### config.mk
export PLATFORM = sky130hd
export DESIGN_NAME = distance_median_classifier_unit
export DESIGN_NICKNAME = d
export VERILOG_FILES = /design/src/rtl/dmc_pkg.sv /design/src/rtl/dmc_front.sv /design/src/rtl/dmc_queue.sv /design/src/rtl/dmc_back.sv /design/src/rtl/distance_median_classifier_unit.sv
export VERILOG_INCLUDE_DIRS = /design/src /design/src/rtl
export SDC_FILE = /design/constraint.sdc
export NUM_CORES = 1
export LEC_CHECK = 0
export ABC_AREA = 1
export ABC_CLOCK_PERIOD_IN_PS = 6200
export BUFFER_PORTS_ARGS = -buffer_cell sky130_fd_sc_hd__buf_4
export CAP_MARGIN = 20
export CORE_AREA = 2 2 195 197
export CTS_BUF_LIST = sky130_fd_sc_hd__clkbuf_16
export CTS_CLUSTER_DIAMETER = 50
export CTS_CLUSTER_SIZE = 30
export DETAILED_ROUTE_END_ITERATION = 7
export DIE_AREA = 0 0 197 199
export GPL_ROUTABILITY_DRIVEN = 0
export PLACE_DENSITY = 0.66
export SKIP_LAST_GASP = 1
export SLEW_MARGIN = 20
export SYNTH_ARGS = -nofsm -noshare
export SYNTH_HDL_FRONTEND = slang
export SYNTH_SLANG_ARGS = --single-unit
export TNS_END_PERCENT = 10
### constraint.sdc
create_clock -name clk -period 6.2 [get_ports clk]
set_clock_uncertainty 0.2 [all_clocks]
set_input_delay 0.93 -clock clk [delete_from_list [all_inputs] [get_ports clk]]
set_output_delay 0.93 -clock clk [all_outputs]
set_load 0.05 [all_outputs]
### src/rtl/distance_median_classifier_unit_defines.svh
// ----------------------------------------------------------------------------
// Distance median classifier assertion macros
// Concurrent assertion helpers clocked on clk and disabled while arst_n is low.
// ----------------------------------------------------------------------------
`ifndef DISTANCE_MEDIAN_CLASSIFIER_UNIT_DEFINES_SVH
`define DISTANCE_MEDIAN_CLASSIFIER_UNIT_DEFINES_SVH

`ifndef SYNTHESIS
`define DMC_ASSERT_IMP(lbl, ante, cons) \
	lbl: assert property (@(posedge clk) disable iff (!arst_n) (ante) |-> (cons)) \
	else $error("assertion failed");
`define DMC_ASSERT_NXT(lbl, ante, cons) \
	lbl: assert property (@(posedge clk) disable iff (!arst_n) (ante) |=> (cons)) \
	else $error("assertion failed");
`else
`define DMC_ASSERT_IMP(lbl, ante, cons)
`define DMC_ASSERT_NXT(lbl, ante, cons)
`endif

`endif

### src/rtl/dmc_pkg.sv
// ----------------------------------------------------------------------------
// Distance median classifier package
// Shared types, constants and a helper function of the classifier.
// ----------------------------------------------------------------------------
`timescale 1ns / 1ps

package dmc_pkg;

	localparam int DIST_W      = 16;
	localparam int DEF_WINDOW  = 5;
	localparam int CFG_W       = 16;
	localparam int CFG_IDX_W   = 2;
	localparam int HOLD_W      = 4;
	localparam int LED_W       = 8;
	localparam int Q_DEPTH     = 2;
	localparam int Q_PTR_W     = $clog2(Q_DEPTH);
	localparam int Q_CNT_W     = $clog2(Q_DEPTH + 1);

	localparam logic [DIST_W-1:0] DEF_WARN   = 16'd1600;
	localparam logic [DIST_W-1:0] DEF_ALERT  = 16'd480;
	localparam logic [HOLD_W-1:0] DEF_HOLD   = 4'd3;
	localparam logic [LED_W-1:0]  DEF_BRIGHT = 8'd40;

	typedef enum logic [1:0] {
		CLS_ERROR  = 2'd0,
		CLS_NORMAL = 2'd1,
		CLS_WARN   = 2'd2,
		CLS_ALERT  = 2'd3
	} dmc_class_t;

	typedef enum logic [CFG_IDX_W-1:0] {
		REG_WARN   = 2'd0,
		REG_ALERT  = 2'd1,
		REG_HOLD   = 2'd2,
		REG_BRIGHT = 2'd3
	} dmc_reg_t;

	typedef enum logic [1:0] {
		F_IDLE,
		F_SCAN,
		F_PUSH
	} dmc_fstate_t;

	typedef struct packed {
		logic              sample_valid;
		logic [DIST_W-1:0] distance;
	} dmc_in_t;

	typedef struct packed {
		logic              median_valid;
		logic [DIST_W-1:0] median_distance;
		logic [1:0]        stable_state;
		logic [LED_W-1:0]  led_red;
		logic [LED_W-1:0]  led_green;
		logic [LED_W-1:0]  led_blue;
	} dmc_out_t;

	typedef struct packed {
		logic              have;
		logic [DIST_W-1:0] median;
		dmc_class_t        cls;
	} dmc_item_t;

	typedef struct packed {
		logic [DIST_W-1:0] warn;
		logic [DIST_W-1:0] alert;
	} dmc_thr_t;

	typedef struct packed {
		logic [HOLD_W-1:0] hold;
		logic [LED_W-1:0]  bright;
	} dmc_bcfg_t;

	// Exact floor(x / 5) for x below 1024.
	function automatic logic [LED_W-1:0] div5(input logic [9:0] x);
		logic [17:0] p;
		p = {8'd0, x} * 18'd205;
		return p[17:10];
	endfunction

endpackage

### src/rtl/dmc_front.sv
// ----------------------------------------------------------------------------
// Distance median classifier front end
// Accepts samples into the ring, selects the upper median and classifies it.
// ----------------------------------------------------------------------------
`timescale 1ns / 1ps
`include "distance_median_classifier_unit_defines.svh"

module dmc_front import dmc_pkg::*; #(
	parameter int WINDOW = DEF_WINDOW
) (
	input  logic      clk,
	input  logic      arst_n,
	input  logic      smp_valid,
	output logic      smp_stall,
	input  dmc_in_t   smp,
	input  dmc_thr_t  thr,
	input  logic      q_full,
	output logic      push,
	output dmc_item_t push_item
);

	localparam int IDX_W = (WINDOW > 1) ? $clog2(WINDOW) : 1;
	localparam int CNT_W = $clog2(WINDOW + 1);
	localparam logic [IDX_W-1:0] LAST_IDX = IDX_W'(WINDOW - 1);

	logic              ring_vld_q  [WINDOW];
	logic [DIST_W-1:0] ring_dist_q [WINDOW];
	logic [IDX_W-1:0]  wp_q;
	logic              full_q;
	logic [IDX_W-1:0]  idx_q;
	logic              have_q;
	logic [DIST_W-1:0] med_q;
	dmc_fstate_t       st_q, st_n;

	logic              accept;
	logic [WINDOW-1:0] usable;
	logic [CNT_W-1:0]  n_cnt, lt_cnt, le_cnt, half;
	logic [DIST_W-1:0] cand;
	logic              hit;
	dmc_class_t        cls;

	assign accept = smp_valid && !smp_stall;

	always_comb begin
		for (int i = 0; i < WINDOW; i++) begin
			usable[i] = ring_vld_q[i] && (ring_dist_q[i] != '0) &&
				(full_q || (IDX_W'(i) < wp_q));
		end
	end

	assign cand = ring_dist_q[idx_q];

	always_comb begin
		n_cnt  = '0;
		lt_cnt = '0;
		le_cnt = '0;
		for (int j = 0; j < WINDOW; j++) begin
			n_cnt  = n_cnt + CNT_W'(usable[j]);
			lt_cnt = lt_cnt + CNT_W'(usable[j] && (ring_dist_q[j] < cand));
			le_cnt = le_cnt + CNT_W'(usable[j] && (ring_dist_q[j] <= cand));
		end
	end

	assign half = n_cnt >> 1;
	assign hit  = usable[idx_q] && (lt_cnt <= half) && (half < le_cnt);

	always_comb begin
		if (!have_q) begin
			cls = CLS_ERROR;
		end else if (med_q > thr.warn) begin
			cls = CLS_NORMAL;
		end else if (med_q > thr.alert) begin
			cls = CLS_WARN;
		end else begin
			cls = CLS_ALERT;
		end
	end

	always_comb begin
		st_n = st_q;
		unique case (st_q)
			F_IDLE: begin
				if (smp_valid) begin
					st_n = F_SCAN;
				end
			end
			F_SCAN: begin
				if (idx_q == LAST_IDX) begin
					st_n = F_PUSH;
				end
			end
			F_PUSH: begin
				if (!q_full) begin
					st_n = F_IDLE;
				end
			end
			default: st_n = F_IDLE;
		endcase
	end

	always_comb begin
		smp_stall = 1'b1;
		push      = 1'b0;
		unique case (st_q)
			F_IDLE:  smp_stall = 1'b0;
			F_SCAN:  smp_stall = 1'b1;
			F_PUSH:  push = !q_full;
			default: smp_stall = 1'b1;
		endcase
	end

	assign push_item.have   = have_q;
	assign push_item.median = med_q;
	assign push_item.cls    = cls;

	always_ff @(posedge clk) begin
		if (accept) begin
			ring_vld_q[wp_q]  <= smp.sample_valid;
			ring_dist_q[wp_q] <= smp.distance;
		end
	end

	always_ff @(posedge clk or negedge arst_n) begin
		if (!arst_n) begin
			st_q   <= F_IDLE;
			wp_q   <= '0;
			full_q <= 1'b0;
			idx_q  <= '0;
			have_q <= 1'b0;
			med_q  <= '0;
		end else begin
			st_q <= st_n;
			if (accept) begin
				idx_q  <= '0;
				have_q <= 1'b0;
				med_q  <= '0;
				if (wp_q == LAST_IDX) begin
					wp_q   <= '0;
					full_q <= 1'b1;
				end else begin
					wp_q <= wp_q + 1'b1;
				end
			end else if (st_q == F_SCAN) begin
				if (hit) begin
					have_q <= 1'b1;
					med_q  <= cand;
				end
				if (idx_q != LAST_IDX) begin
					idx_q <= idx_q + 1'b1;
				end
			end
		end
	end

	`DMC_ASSERT_NXT(a_scan_after_accept, accept, st_q == F_SCAN)
	`DMC_ASSERT_IMP(a_wp_in_range, 1'b1, wp_q <= LAST_IDX)
	`DMC_ASSERT_IMP(a_median_nonzero, (st_q == F_PUSH) && have_q, med_q != '0)

endmodule

### src/rtl/dmc_queue.sv
// ----------------------------------------------------------------------------
// Distance median classifier queue
// Short first-in first-out buffer between the front end and the back end.
// ----------------------------------------------------------------------------
`timescale 1ns / 1ps
`include "distance_median_classifier_unit_defines.svh"

module dmc_queue import dmc_pkg::*; (
	input  logic      clk,
	input  logic      arst_n,
	input  logic      push,
	input  dmc_item_t push_item,
	output logic      full,
	input  logic      pop,
	output logic      empty,
	output dmc_item_t pop_item
);

	dmc_item_t          mem_q [Q_DEPTH];
	logic [Q_PTR_W-1:0] wr_q, rd_q;
	logic [Q_CNT_W-1:0] cnt_q;

	assign full     = (cnt_q == Q_CNT_W'(Q_DEPTH));
	assign empty    = (cnt_q == '0);
	assign pop_item = mem_q[rd_q];

	always_ff @(posedge clk) begin
		if (push) begin
			mem_q[wr_q] <= push_item;
		end
	end

	always_ff @(posedge clk or negedge arst_n) begin
		if (!arst_n) begin
			wr_q  <= '0;
			rd_q  <= '0;
			cnt_q <= '0;
		end else begin
			if (push) begin
				wr_q <= (wr_q == Q_PTR_W'(Q_DEPTH - 1)) ? '0 : wr_q + 1'b1;
			end
			if (pop) begin
				rd_q <= (rd_q == Q_PTR_W'(Q_DEPTH - 1)) ? '0 : rd_q + 1'b1;
			end
			case ({push, pop})
				2'b10:   cnt_q <= cnt_q + 1'b1;
				2'b01:   cnt_q <= cnt_q - 1'b1;
				default: cnt_q <= cnt_q;
			endcase
		end
	end

	`DMC_ASSERT_IMP(a_no_overflow, push, !full)
	`DMC_ASSERT_IMP(a_no_underflow, pop, !empty)

endmodule

### src/rtl/dmc_back.sv
// ----------------------------------------------------------------------------
// Distance median classifier back end
// Debounces the class into the stable state and drives the result register.
// ----------------------------------------------------------------------------
`timescale 1ns / 1ps
`include "distance_median_classifier_unit_defines.svh"

module dmc_back import dmc_pkg::*; (
	input  logic      clk,
	input  logic      arst_n,
	input  dmc_bcfg_t bcfg,
	input  logic      q_empty,
	input  dmc_item_t q_item,
	output logic      pop,
	output logic      res_valid,
	input  logic      res_stall,
	output dmc_out_t  res
);

	dmc_class_t        stable_q, cand_q;
	logic [HOLD_W-1:0] run_q;
	logic              res_valid_q;
	dmc_out_t          res_q;

	dmc_class_t        stable_n, cand_n;
	logic [HOLD_W-1:0] run_n;
	logic [9:0]        b3, b4;
	dmc_out_t          res_n;

	assign pop       = !q_empty && (!res_valid_q || !res_stall);
	assign res_valid = res_valid_q;
	assign res       = res_q;

	always_comb begin
		if (q_item.cls == cand_q) begin
			cand_n = cand_q;
			run_n  = (run_q < bcfg.hold) ? run_q + 1'b1 : run_q;
		end else begin
			cand_n = q_item.cls;
			run_n  = HOLD_W'(1);
		end
		stable_n = (run_n >= bcfg.hold) ? cand_n : stable_q;
	end

	assign b3 = {2'b00, bcfg.bright} + {1'b0, bcfg.bright, 1'b0};
	assign b4 = {bcfg.bright, 2'b00};

	always_comb begin
		res_n.median_valid    = q_item.have;
		res_n.median_distance = q_item.median;
		res_n.stable_state    = stable_n;
		res_n.led_red         = '0;
		res_n.led_green       = '0;
		res_n.led_blue        = '0;
		unique case (stable_n)
			CLS_ERROR:  res_n.led_blue = bcfg.bright;
			CLS_NORMAL: res_n.led_green = bcfg.bright;
			CLS_WARN: begin
				res_n.led_red   = div5(b3);
				res_n.led_green = div5(b4);
			end
			CLS_ALERT:  res_n.led_red = bcfg.bright;
			default:    res_n.led_blue = bcfg.bright;
		endcase
	end

	always_ff @(posedge clk) begin
		if (pop) begin
			res_q <= res_n;
		end
	end

	always_ff @(posedge clk or negedge arst_n) begin
		if (!arst_n) begin
			stable_q    <= CLS_NORMAL;
			cand_q      <= CLS_NORMAL;
			run_q       <= '0;
			res_valid_q <= 1'b0;
		end else begin
			if (pop) begin
				stable_q    <= stable_n;
				cand_q      <= cand_n;
				run_q       <= run_n;
				res_valid_q <= 1'b1;
			end else if (!res_stall) begin
				res_valid_q <= 1'b0;
			end
		end
	end

	`DMC_ASSERT_NXT(a_stable_held, !pop, $stable(stable_q))
	`DMC_ASSERT_NXT(a_pop_gives_result, pop, res_valid_q)

endmodule

### src/rtl/distance_median_classifier_unit.sv
// A result reaches the back end's result register after its sample has passed the front
// end's scan and push states and the queue. No new sample is taken until the median scan,
// which tests one ring entry per cycle, and the queue push are done.
// Reset: thresholds, hold count and brightness take their defaults, the ring is empty
// and the stable state is normal; there is no clearing pass.
// ----------------------------------------------------------------------------
// Distance median classifier top level
// Configuration registers, median front end, queue and debounce back end.
// ----------------------------------------------------------------------------
`timescale 1ns / 1ps

module distance_median_classifier_unit import dmc_pkg::*; #(
	parameter int WINDOW = DEF_WINDOW
) (
	input  logic                 clk,
	input  logic                 arst_n,
	input  logic                 smp_valid,
	output logic                 smp_stall,
	input  dmc_in_t              smp,
	output logic                 res_valid,
	input  logic                 res_stall,
	output dmc_out_t             res,
	input  logic                 cfg_we,
	input  logic [CFG_IDX_W-1:0] cfg_index,
	input  logic [CFG_W-1:0]     cfg_data
);

	dmc_thr_t  thr_q;
	dmc_bcfg_t bcfg_q;

	logic      push, pop, q_full, q_empty;
	dmc_item_t push_item, pop_item;

	always_ff @(posedge clk or negedge arst_n) begin
		if (!arst_n) begin
			thr_q.warn    <= DEF_WARN;
			thr_q.alert   <= DEF_ALERT;
			bcfg_q.hold   <= DEF_HOLD;
			bcfg_q.bright <= DEF_BRIGHT;
		end else if (cfg_we) begin
			unique case (dmc_reg_t'(cfg_index))
				REG_WARN:   thr_q.warn <= cfg_data[DIST_W-1:0];
				REG_ALERT:  thr_q.alert <= cfg_data[DIST_W-1:0];
				REG_HOLD:   bcfg_q.hold <= cfg_data[HOLD_W-1:0];
				REG_BRIGHT: bcfg_q.bright <= cfg_data[LED_W-1:0];
				default:    thr_q <= thr_q;
			endcase
		end
	end

	dmc_front #(
		.WINDOW(WINDOW)
	) u_front (
		.clk       (clk),
		.arst_n    (arst_n),
		.smp_valid (smp_valid),
		.smp_stall (smp_stall),
		.smp       (smp),
		.thr       (thr_q),
		.q_full    (q_full),
		.push      (push),
		.push_item (push_item)
	);

	dmc_queue u_queue (
		.clk       (clk),
		.arst_n    (arst_n),
		.push      (push),
		.push_item (push_item),
		.full      (q_full),
		.pop       (pop),
		.empty     (q_empty),
		.pop_item  (pop_item)
	);

	dmc_back u_back (
		.clk       (clk),
		.arst_n    (arst_n),
		.bcfg      (bcfg_q),
		.q_empty   (q_empty),
		.q_item    (pop_item),
		.pop       (pop),
		.res_valid (res_valid),
		.res_stall (res_stall),
		.res       (res)
	);

endmodule
==> qor.yml, run 1 <==
run_status:
  status: "complete, no violations"
cts:
  cts_sinks: 297
  insertion_delay_ps: 590
  clk_pin_slew_ps: 70
  clockBufferDepth: 3
  ctsRootBufferMaster: "clkbuf_16"
  cts_buffers: 30
  htree_levels: 1
  cts_tree: "built"
  cts_hold_buffers: 0
synthesis:
  ys_seq_area_share_pct: 46.5
  ys_seq_elements: 297
  synth_edf_count: 214
  netlist_top_cells_area: "edfxtp_1, ha_1, dfrtp_1"
  async_reset_ff_share_pct: 27.9
  synth_top_area_share_pct: 35.0
  syn_avg_cell_area_um2: 9.52
  syn_area_um2: 18300
  synth_top_area_cell: "edfxtp_1"
  syn_inst: 1927
  yosys_warnings: 0
  synth.most_common_cell: "nand2_1"
  synth_flop_cell: "edfxtp_1"
  syn_nets: 2234
  yosysUniqueCellTypes: 48
  synth_common_cells: "nand2_1, inv_1, ha_1"
placed_design:
  dp.final_hpwl_um: 33600
  io_buffer_count: 84
  placed_area_um2: 19600
  place_ws_ps: 213
timing:
  rsz0062_at_grt: "true"
  worst_slack_ps: 384
  setup_viol: 0
  tightestPinTransition_ps: 915
  period_minus_slack_ps: 5820
  period_share_pct: 93.8
  relSlewSlack_pct: 38.9
  whs_ps: 122
  fmax_mhz: 172
  totalNegativeSetupSlack_ps: 0
  finalHoldViolCount: 0
  drv_slew: 0
route:
  dr_total_vias: 13600
  wirelength_um: 44400
  drtPass1Iterations: 5
  routedWlPerCell_um: 17.5
  ant_nets: 0
  remaining_drc_errors: 0
  drtIter0Drc: 935
  viasPerCell: 5.37
cells_and_area:
  fill_cells: 3281
  drive_gt1_share_pct: 10.8
  final_cell_area_um2: 20800
  multiInputGateArea_um2: 8530
  final_nets: 2343
  n_antenna_cell: 0
  syn2layout_area_growth_pct: 13.2
  ff_latch_area_um2: 8520
worst_setup_path:
  worstSetupStartpointType: "flip-flop"
  cpMaxStageDelayCell: "dfstp_2"
  crit_family: "adder cells"
  worstSetupPathType: "reg -> reg"
  worstPathMaxFanout: 7
  worstPathRequired_ps: 6320
  crit_path_max_incr_delay_ps: 660
  path_common_cell: "inv_1"
  cp.arrival_ps: 5940
  reg2reg_slack_ps: 380
  setup.worst_path.end_class: "flip-flop"
  crit_buf_inv: 6
grt:
  first_global_vias: 13400
  grt_pass1_wl_um: 71600
  antenna_found_initial: 0
  grtUsageTotal_pct: 23.3
  grt_max_degree: 66
  overflow: 0
floorplan:
  row_count: 71
  ios: 85
  dieArea_um2: 39200
  coreArea_um2: 37100
  fp.dieW_um: 197
  die_h_um: 199
  start_util_pct: 49.4
flow_run:
  drv_cap: 0
min_path:
  hold_path.class: "in -> async"
final timing paths:
kind                       startpoint             end  cells after the start
min in group clk            thr_q[14]       thr_q[14]                      2
max in group asynchronous      arst_n       bcfg_q[1]                      2
setup / recovery            bcfg_q[3]  u_back.res[22]                     26
setup reg to reg            bcfg_q[3]  u_back.res[22]                     26
hold / removal                 arst_n      bcfg_q[10]                      1
hold reg to reg             thr_q[14]       thr_q[14]                      2
per-stage QoR:
| stage | utilization, % | std cells |
|---|---|---|
| after floorplan | - | 1927 |
| after global placement | 52.9 | 2475 |
| after detailed placement | 52.9 | 2475 |
| after CTS | 55.8 | 2530 |
| after global routing | 55.9 | 2533 |
| final | 55.9 | 2533 |
final cells by class:
class | count | area share, %
Multi-Input combinational cell | 1292 | 41.1
Sequential cell | 297 | 41.0
Inverter | 294 | 5.31
Timing Repair Buffer | 121 | 4.49
Clock buffer | 30 | 3.62
Tap cell | 474 | 2.86
Clock inverter | 25 | 1.58
worst reg2reg max path: stages (launching register included):
cell     delay, ps
dfstp_2        660
inv_1          170
fa_1           410
nand2_1        110
nand3_1         80
nand2_1        110
nand3_1         80
nand2_1         90
xor2_1         240
inv_1          160
ha_1           330
inv_1           60
fa_1           530
inv_1           50
fa_1           500
inv_1           50
fa_1           530
inv_1           40
ha_1           350
nand2_1        150
nor2_1          60
nor2_1         200
nor2_1          70
nor2_1         130
nand3_1         90
nand2_1         50
o21ai_0         70
cell usage in the layout, fill, tap and decap left out, drive strengths merged, types with 5 or more instances in the layout:
cell	instances
o21ai	172
nor3	11
a21boi	6
o21bai	5
o211ai	5
clkbuf	30
xnor2	7
dfrtp	70
nor2	170
clkinv	14
nand4	13
edfxtp	214
nand2	361
ha	227
xor2	13
fa	40
dfstp	13
a21oi	104
inv	301
nand3	92
o21a	14
o22ai	26
nand3b	5
buf	121
mux2i	6
cells by family after synthesis:
family,count (synthesis),share of synthesized area [%]
AOI/OAI and AO/OA,346,10.4
adders and majority gates,267,19.9
buffers and inverters,338,7.16
xor gates and xnor gates,20,0.955
DFF,297,46.5
and+or+nand+nor,653,14.8
muxes,6,0.328
state kept, by name, indices dropped and copies added, names as in the netlist, 3 cells and up:
signal               cells
bcfg_q                  12
thr_q                   32
u_back.res              43
u_back.run_q             4
u_front.idx_q            3
u_front.med_q           16
u_front.ring_dist_q    128
u_front.ring_vld_q       5
u_front.wp_q             3
u_queue.mem_q           38
metal layers:
metal  track usage, %  wire length (um)
met1             30.9             19600
met5                0                 0
met3             3.02              2330
met4             8.10              1380
met2             39.4             21100
what timing repair did:
item / CTS / global route
buffers inserted: 0 / 3
setup endpoints to repair: 0 / 11
resized for setup: 0 / 3
Power of run 1 is left out: the tool's default activity adds up to more than one toggle a clock period on the data nets, which glitch-free logic cannot reach.
==> run 2, diff against run 1 <==
--- a/config.mk
+++ b/config.mk
@@ -17,7 +17,9 @@
 export DETAILED_ROUTE_END_ITERATION = 7
 export DIE_AREA = 0 0 197 199
 export GPL_ROUTABILITY_DRIVEN = 0
+export GPL_TIMING_DRIVEN = 0
 export PLACE_DENSITY = 0.66
+export RECOVER_POWER = 25
 export SKIP_LAST_GASP = 1
 export SLEW_MARGIN = 20
 export SYNTH_ARGS = -nofsm -noshare
==> run 2 against run 1 <==
Net effect:
- core utilization increased by 0.92 points
- non-clock buffer count increased by 23
- register-to-register slack got worse by 180 ps
- via count increased by 3.1%
- highest routed layer unchanged
- fmax decreased by 3.0%
- count of clock-buffer cells in the layout increased by 7
- cell count increased by 1.3%
- routed wire length increased by 3.7%
- critical endpoint is now u_front.med_q[5]
==> qor.yml, run 2 (synthesis gave the netlist of run 1 again) <==
route:
  wirelength_um: 46000  # +3.7%
  viasPerCell: 5.46  # +1.8%
  routedWlPerCell_um: 17.9  # +2.4%
  ant_nets: 0  # unchanged
  dr_total_vias: 14000  # +3.1%
  drtPass1Iterations: 5  # unchanged
  drtIter0Drc: 1062  # +14%
  remaining_drc_errors: 0  # unchanged
timing:
  period_minus_slack_ps: 6000  # +179 ps
  fmax_mhz: 167  # -3.0%
  rsz0062_at_grt: "true"
  relSlewSlack_pct: 47.8  # +8.9 points
  tightestPinTransition_ps: 783  # -132 ps
  finalHoldViolCount: 0  # unchanged
  drv_slew: 0  # unchanged
  setup_viol: 0  # unchanged
  period_share_pct: 96.7  # +2.9 points
grt:
  first_global_vias: 14000  # +4.6%
  overflow: 0  # unchanged
  grt_pass1_wl_um: 73500  # +2.6%
  grtUsageTotal_pct: 24.2  # +0.96 points
  antenna_found_initial: 0  # unchanged
  grt_max_degree: 84  # +27%
cells_and_area:
  layout_commonest_cell: "nand2_1"
  final_util_pct: 56.8  # +0.92 points
  largest_reg_flops: 128  # unchanged
  top_register: "u_front.ring_dist_q"
  n_antenna_cell: 0  # unchanged
  final_nets: 2372  # +1.2%
  drive_gt1_share_pct: 11.7  # +0.93 points
  syn2layout_area_growth_pct: 15.1
  final_cell_mix: "nand2_1, inv_1, ha_1, edfxtp_1, nor2_1"
floorplan:
  row_count: 71  # unchanged
  start_util_pct: 49.4  # unchanged
  ios: 85  # unchanged
  coreArea_um2: 37100  # unchanged
  fp.dieW_um: 197  # unchanged
  die_h_um: 199  # unchanged
  dieArea_um2: 39200  # unchanged
worst_setup_path:
  cpMaxStageDelayCell: "fa_1"
  setup.worst_path.end: "u_front.med_q[5]"
  r2r_start: "u_front.idx_q[0]"
  crit_start: "u_front.idx_q[0]"
  worstPathRequired_ps: 6430  # +110 ps
  reg2reg_slack_ps: 200  # -180 ps
  setup.worst_path.end_class: "flip-flop"
  worstPathMaxFanout: 10  # +3
  worstSetupStartpointType: "flip-flop"
  r2r_cells: 31  # +19%
  cp.arrival_ps: 6230  # +290 ps
  crit_path_max_incr_delay_ps: 420  # -240 ps
  worstSetupPathType: "reg -> reg"
  r2r-end: "u_front.med_q[5]"
cts:
  htree_levels: 2  # +1
  cts_buffers: 36  # +20%
  cts_hold_buffers: 0  # unchanged
  cts_sinks: 297  # unchanged
  insertion_delay_ps: 550  # -40 ps
  ctsRootBufferMaster: "clkbuf_16"
  clk_pin_slew_ps: 70  # about the same
  cts_tree: "built"
  clockBufferDepth: 3  # unchanged
flow_run:
  drv_cap: 0  # unchanged
placed_design:
  io_buffer_count: 84  # unchanged
  dp.final_hpwl_um: 35300  # +5.0%
run_status:
  status: "complete, no violations"
min_path:
  hold_path.class: "in -> async"
==> run 2: cell count changes in the layout (fill, tap and decap cells not counted), sizes merged <==
cell,before,now
clkbuf,30,78
buf,121,103
bufinv,2,5
inv,301,303
clkinv,14,13
clkinvlp,2,1
==> run 2: critical path, delay by kind of cell (launching register included) <==
family	cells	cell delay, ps
flops	1	410
fa+ha+maj	6	1830
simple gates	9	710
compound gates	8	1590
buf+inv	8	1110
==> run 2: metrics by stage <==
step           setup WS (ps)  instances  area [um2]  TNS, ps  hold WS, ps
4_1_cts                 20.3       2563       21100        0          283
6_report                 205       2566       21100        0          244
3_3_place_gp            -390       2485       19600    -5570          259
5_1_grt                -39.2       2566       21100    -56.8          297
2_1_floorplan            983       1927       18300        0          242
3_5_place_dp            -487       2498       19700    -6990          265
==> run 2: final cells by class <==
type,count,area (um2)
plain buffers,44,241
clock buffers,37,926
clock inverters,28,383
fillers,3212,16000
inverters,294,1110
multi-input cells,1292,8590
flip-flops and latches,297,8520
well taps,474,593
repair buffers,100,741
==> run 2: worst min-delay path by stage <==
stage / to / slack (ps) / cells after the start
after global routing: bcfg_q[7] / 300 / 1
after global placement: u_queue.mem_q[1][18] / 260 / 0
after detailed placement: u_queue.mem_q[1][18] / 270 / 0
after CTS: u_back.stable_q[1] / 280 / 2
after floorplan: u_queue.mem_q[0][18] / 240 / 0
final: bcfg_q[7] / 240 / 1
==> run 2: per-layer routing <==
metal,part of all wire (%),global-route usage (%)
met1,42,30.8
met2,48,41.8
met4,3.1,9.97
met3,6.2,3.17
met5,0,0
==> run 2: timing repair <==
action,4_1_cts,5_1_grt
setup endpoints to repair,17,24
cloned,0,0
resized for setup,25,34
pin swaps,0,1
buffers inserted,0,3
Power of run 2 is left out for the same reason.
==> run 3, diff against run 2 <==
--- a/config.mk
+++ b/config.mk
@@ -12,13 +12,12 @@
 export CAP_MARGIN = 20
 export CORE_AREA = 2 2 195 197
 export CTS_BUF_LIST = sky130_fd_sc_hd__clkbuf_16
-export CTS_CLUSTER_DIAMETER = 50
 export CTS_CLUSTER_SIZE = 30
 export DETAILED_ROUTE_END_ITERATION = 7
 export DIE_AREA = 0 0 197 199
 export GPL_ROUTABILITY_DRIVEN = 0
 export GPL_TIMING_DRIVEN = 0
-export PLACE_DENSITY = 0.66
+export PLACE_DENSITY_LB_ADDON = 0.2
 export RECOVER_POWER = 25
 export SKIP_LAST_GASP = 1
 export SLEW_MARGIN = 20
==> run 3 against run 2 <==
Net effect:
- global-route usage decreased by 0.25 points
- non-clock buffer count increased by 6
- critical path depth decreased by 2
- register-to-register slack got worse by 60 ps
- worst hold slack got worse by 22 ps
- die area unchanged
- core utilization decreased by 0.40 points
- first-iteration DRC count decreased by 5.9%
- routed wire length about the same
- count of clock-buffer cells in the layout unchanged
- critical path type unchanged
- critical endpoint is now u_front.med_q[6]
==> qor.yml, run 3 (synthesis gave the netlist of run 1 again) <==
worst_setup_path:
  cpMaxStageDelayCell: "fa_1"
  worstPathRequired_ps: 6400  # -30 ps
  crit_buf_inv: 8  # unchanged
  cp.arrival_ps: 6250  # +20 ps
  crit_family: "adder cells"
  setup.worst_path.end_class: "flip-flop"
  worstSetupPathType: "reg -> reg"
  worstPathMaxFanout: 10  # unchanged
  crit_path_max_incr_delay_ps: 520  # +100 ps
  worstSetupStartpointType: "flip-flop"
  path_common_cell: "inv_1"
floorplan:
  start_util_pct: 49.4  # unchanged
  die_h_um: 199  # unchanged
  row_count: 71  # unchanged
  dieArea_um2: 39200  # unchanged
  coreArea_um2: 37100  # unchanged
  fp.dieW_um: 197  # unchanged
  ios: 85  # unchanged
timing:
  period_minus_slack_ps: 6050  # +55.5 ps
  rsz0062_at_grt: "true"
  setup_viol: 0  # unchanged
  tightestPinTransition_ps: 785  # +1.87 ps
  relSlewSlack_pct: 47.7  # -0.12 points
  finalHoldViolCount: 0  # unchanged
  fmax_mhz: 165  # -0.92%
  drv_slew: 0  # unchanged
  period_share_pct: 97.6  # +0.90 points
  totalNegativeSetupSlack_ps: 0  # unchanged
route:
  wirelength_um: 46100  # about the same
  remaining_drc_errors: 0  # unchanged
  drtPass1Iterations: 5  # unchanged
  ant_nets: 0  # unchanged
  wl_met2_um: 22600  # +2.0%
  met1_length_um: 19800  # +1.2%
  routedWlPerCell_um: 17.9  # about the same
  drtIter0Drc: 999  # -5.9%
  dr_total_vias: 13800  # -1.6%
  route.met3.wl_um: 2280  # -20%
  top_layer: "met4"
  viasPerCell: 5.37  # -1.8%
grt:
  grt_pass1_wl_um: 72500  # -1.5%
  antenna_found_initial: 0  # unchanged
  grtUsageTotal_pct: 24.0  # -0.25 points
  grt_max_degree: 84  # unchanged
  overflow: 0  # unchanged
  first_global_vias: 13800  # -1.9%
cts:
  clk_pin_slew_ps: 60  # about the same
  htree_levels: 2  # unchanged
  cts_tree: "built"
  cts_buffers: 35  # -2.8%
  ctsRootBufferMaster: "clkbuf_16"
  cts_sinks: 297  # unchanged
  insertion_delay_ps: 520  # -30 ps
  clockBufferDepth: 3  # unchanged
cells_and_area:
  final_nets: 2377  # +0.21%
  layout_commonest_cell: "nand2_1"
  multiInputGateArea_um2: 8590  # about the same
  largest_reg_flops: 128  # unchanged
  drive_gt1_share_pct: 11.4  # -0.35 points
  final_cell_mix: "nand2_1, inv_1, ha_1, edfxtp_1, nor2_1"
  ff_latch_area_um2: 8520  # unchanged
  n_antenna_cell: 0  # unchanged
  syn2layout_area_growth_pct: 14.3
  fill_cells: 3245  # +1.0%
  top_register: "u_front.ring_dist_q"
flow_run:
  drv_cap: 0  # unchanged
placed_design:
  dp.final_hpwl_um: 35400  # +0.33%
  io_buffer_count: 84  # unchanged
min_path:
  hold_path.class: "in -> async"
run_status:
  status: "complete, no violations"
-- run 3: cell types whose count changed in the layout (fill, tap and decap cells not counted), moves of 3 or more --
| cell | before | now |
|---|---|---|
| nor2_1 | 158 | 155 |
| clkinv_1 | 2 | 8 |
| o21ai_0 | 152 | 149 |
| o21ai_1 | 11 | 15 |
| clkinv_8 | 7 | 0 |
| inv_8 | 3 | 0 |
| nor2_2 | 10 | 13 |
| inv_1 | 282 | 288 |
| bufinv_16 | 5 | 2 |
| buf_4 | 78 | 84 |
-- run 3: worst paths after layout --
path / slack (ps) / endpoint / startpoint / cells after the start
min in group clk: 280 / u_back.stable_q[1] / u_back.stable_q[1] / 2
min: 220 / u_back.run_q[0] / arst_n / 1
max: 150 / u_front.med_q[6] / u_front.idx_q[0] / 29
max reg2reg: 150 / u_front.med_q[6] / u_front.idx_q[0] / 29
max in group asynchronous: 4960 / u_front.idx_q[1] / arst_n / 1
min reg2reg: 280 / u_back.stable_q[1] / u_back.stable_q[1] / 2
-- run 3: final cells by class --
class | instances | area share, %
clock inverter | 25 | 0.836
tap | 474 | 2.83
clock buffer | 37 | 4.42
timing repair buffer | 106 | 3.75
inverter | 294 | 5.30
buffer | 44 | 1.19
multi-input combinational | 1292 | 41.0
sequential | 297 | 40.7
-- run 3: per-stage QoR --
step / worst slack (ps) / instances / utilization (%) / cell area (um2) / hold slack (ps)
6_report: 149 / 2569 / 56.4 / 21000 / 222
5_1_grt: -22.5 / 2569 / 56.4 / 21000 / 308
3_5_place_dp: -498 / 2498 / 53.2 / 19700 / 274
2_1_floorplan: 983 / 1927 / - / 18300 / 242
4_1_cts: 6.87 / 2561 / 56.2 / 20900 / 289
3_3_place_gp: -375 / 2485 / 52.7 / 19600 / 263
-- run 3: timing repair --
action,in CTS,in global routing
endpoints found under the setup margin,17,24
hold buffers,0,0
gates resized for setup,24,43
buffers inserted,1,8
pin swaps,1,2
-- run 3: routing by layer --
metal,vias up,global-route usage (%)
met5,-,0
met4,0,8.21
met3,93,2.68
met2,391,42.0
met1,6534,31.0
li1,6770,-
-- run 3: worst register-to-register path: cells and delay by family, from the launching register on --
family / cells / cell delay, ps
flip-flops: 1 / 410
AND/OR/NAND/NOR: 8 / 930
buffers and inverters: 8 / 1070
adder cells (fa/ha/maj): 6 / 2070
AO/OA/AOI/OAI: 7 / 1230
Power of run 3 is left out for the same reason.
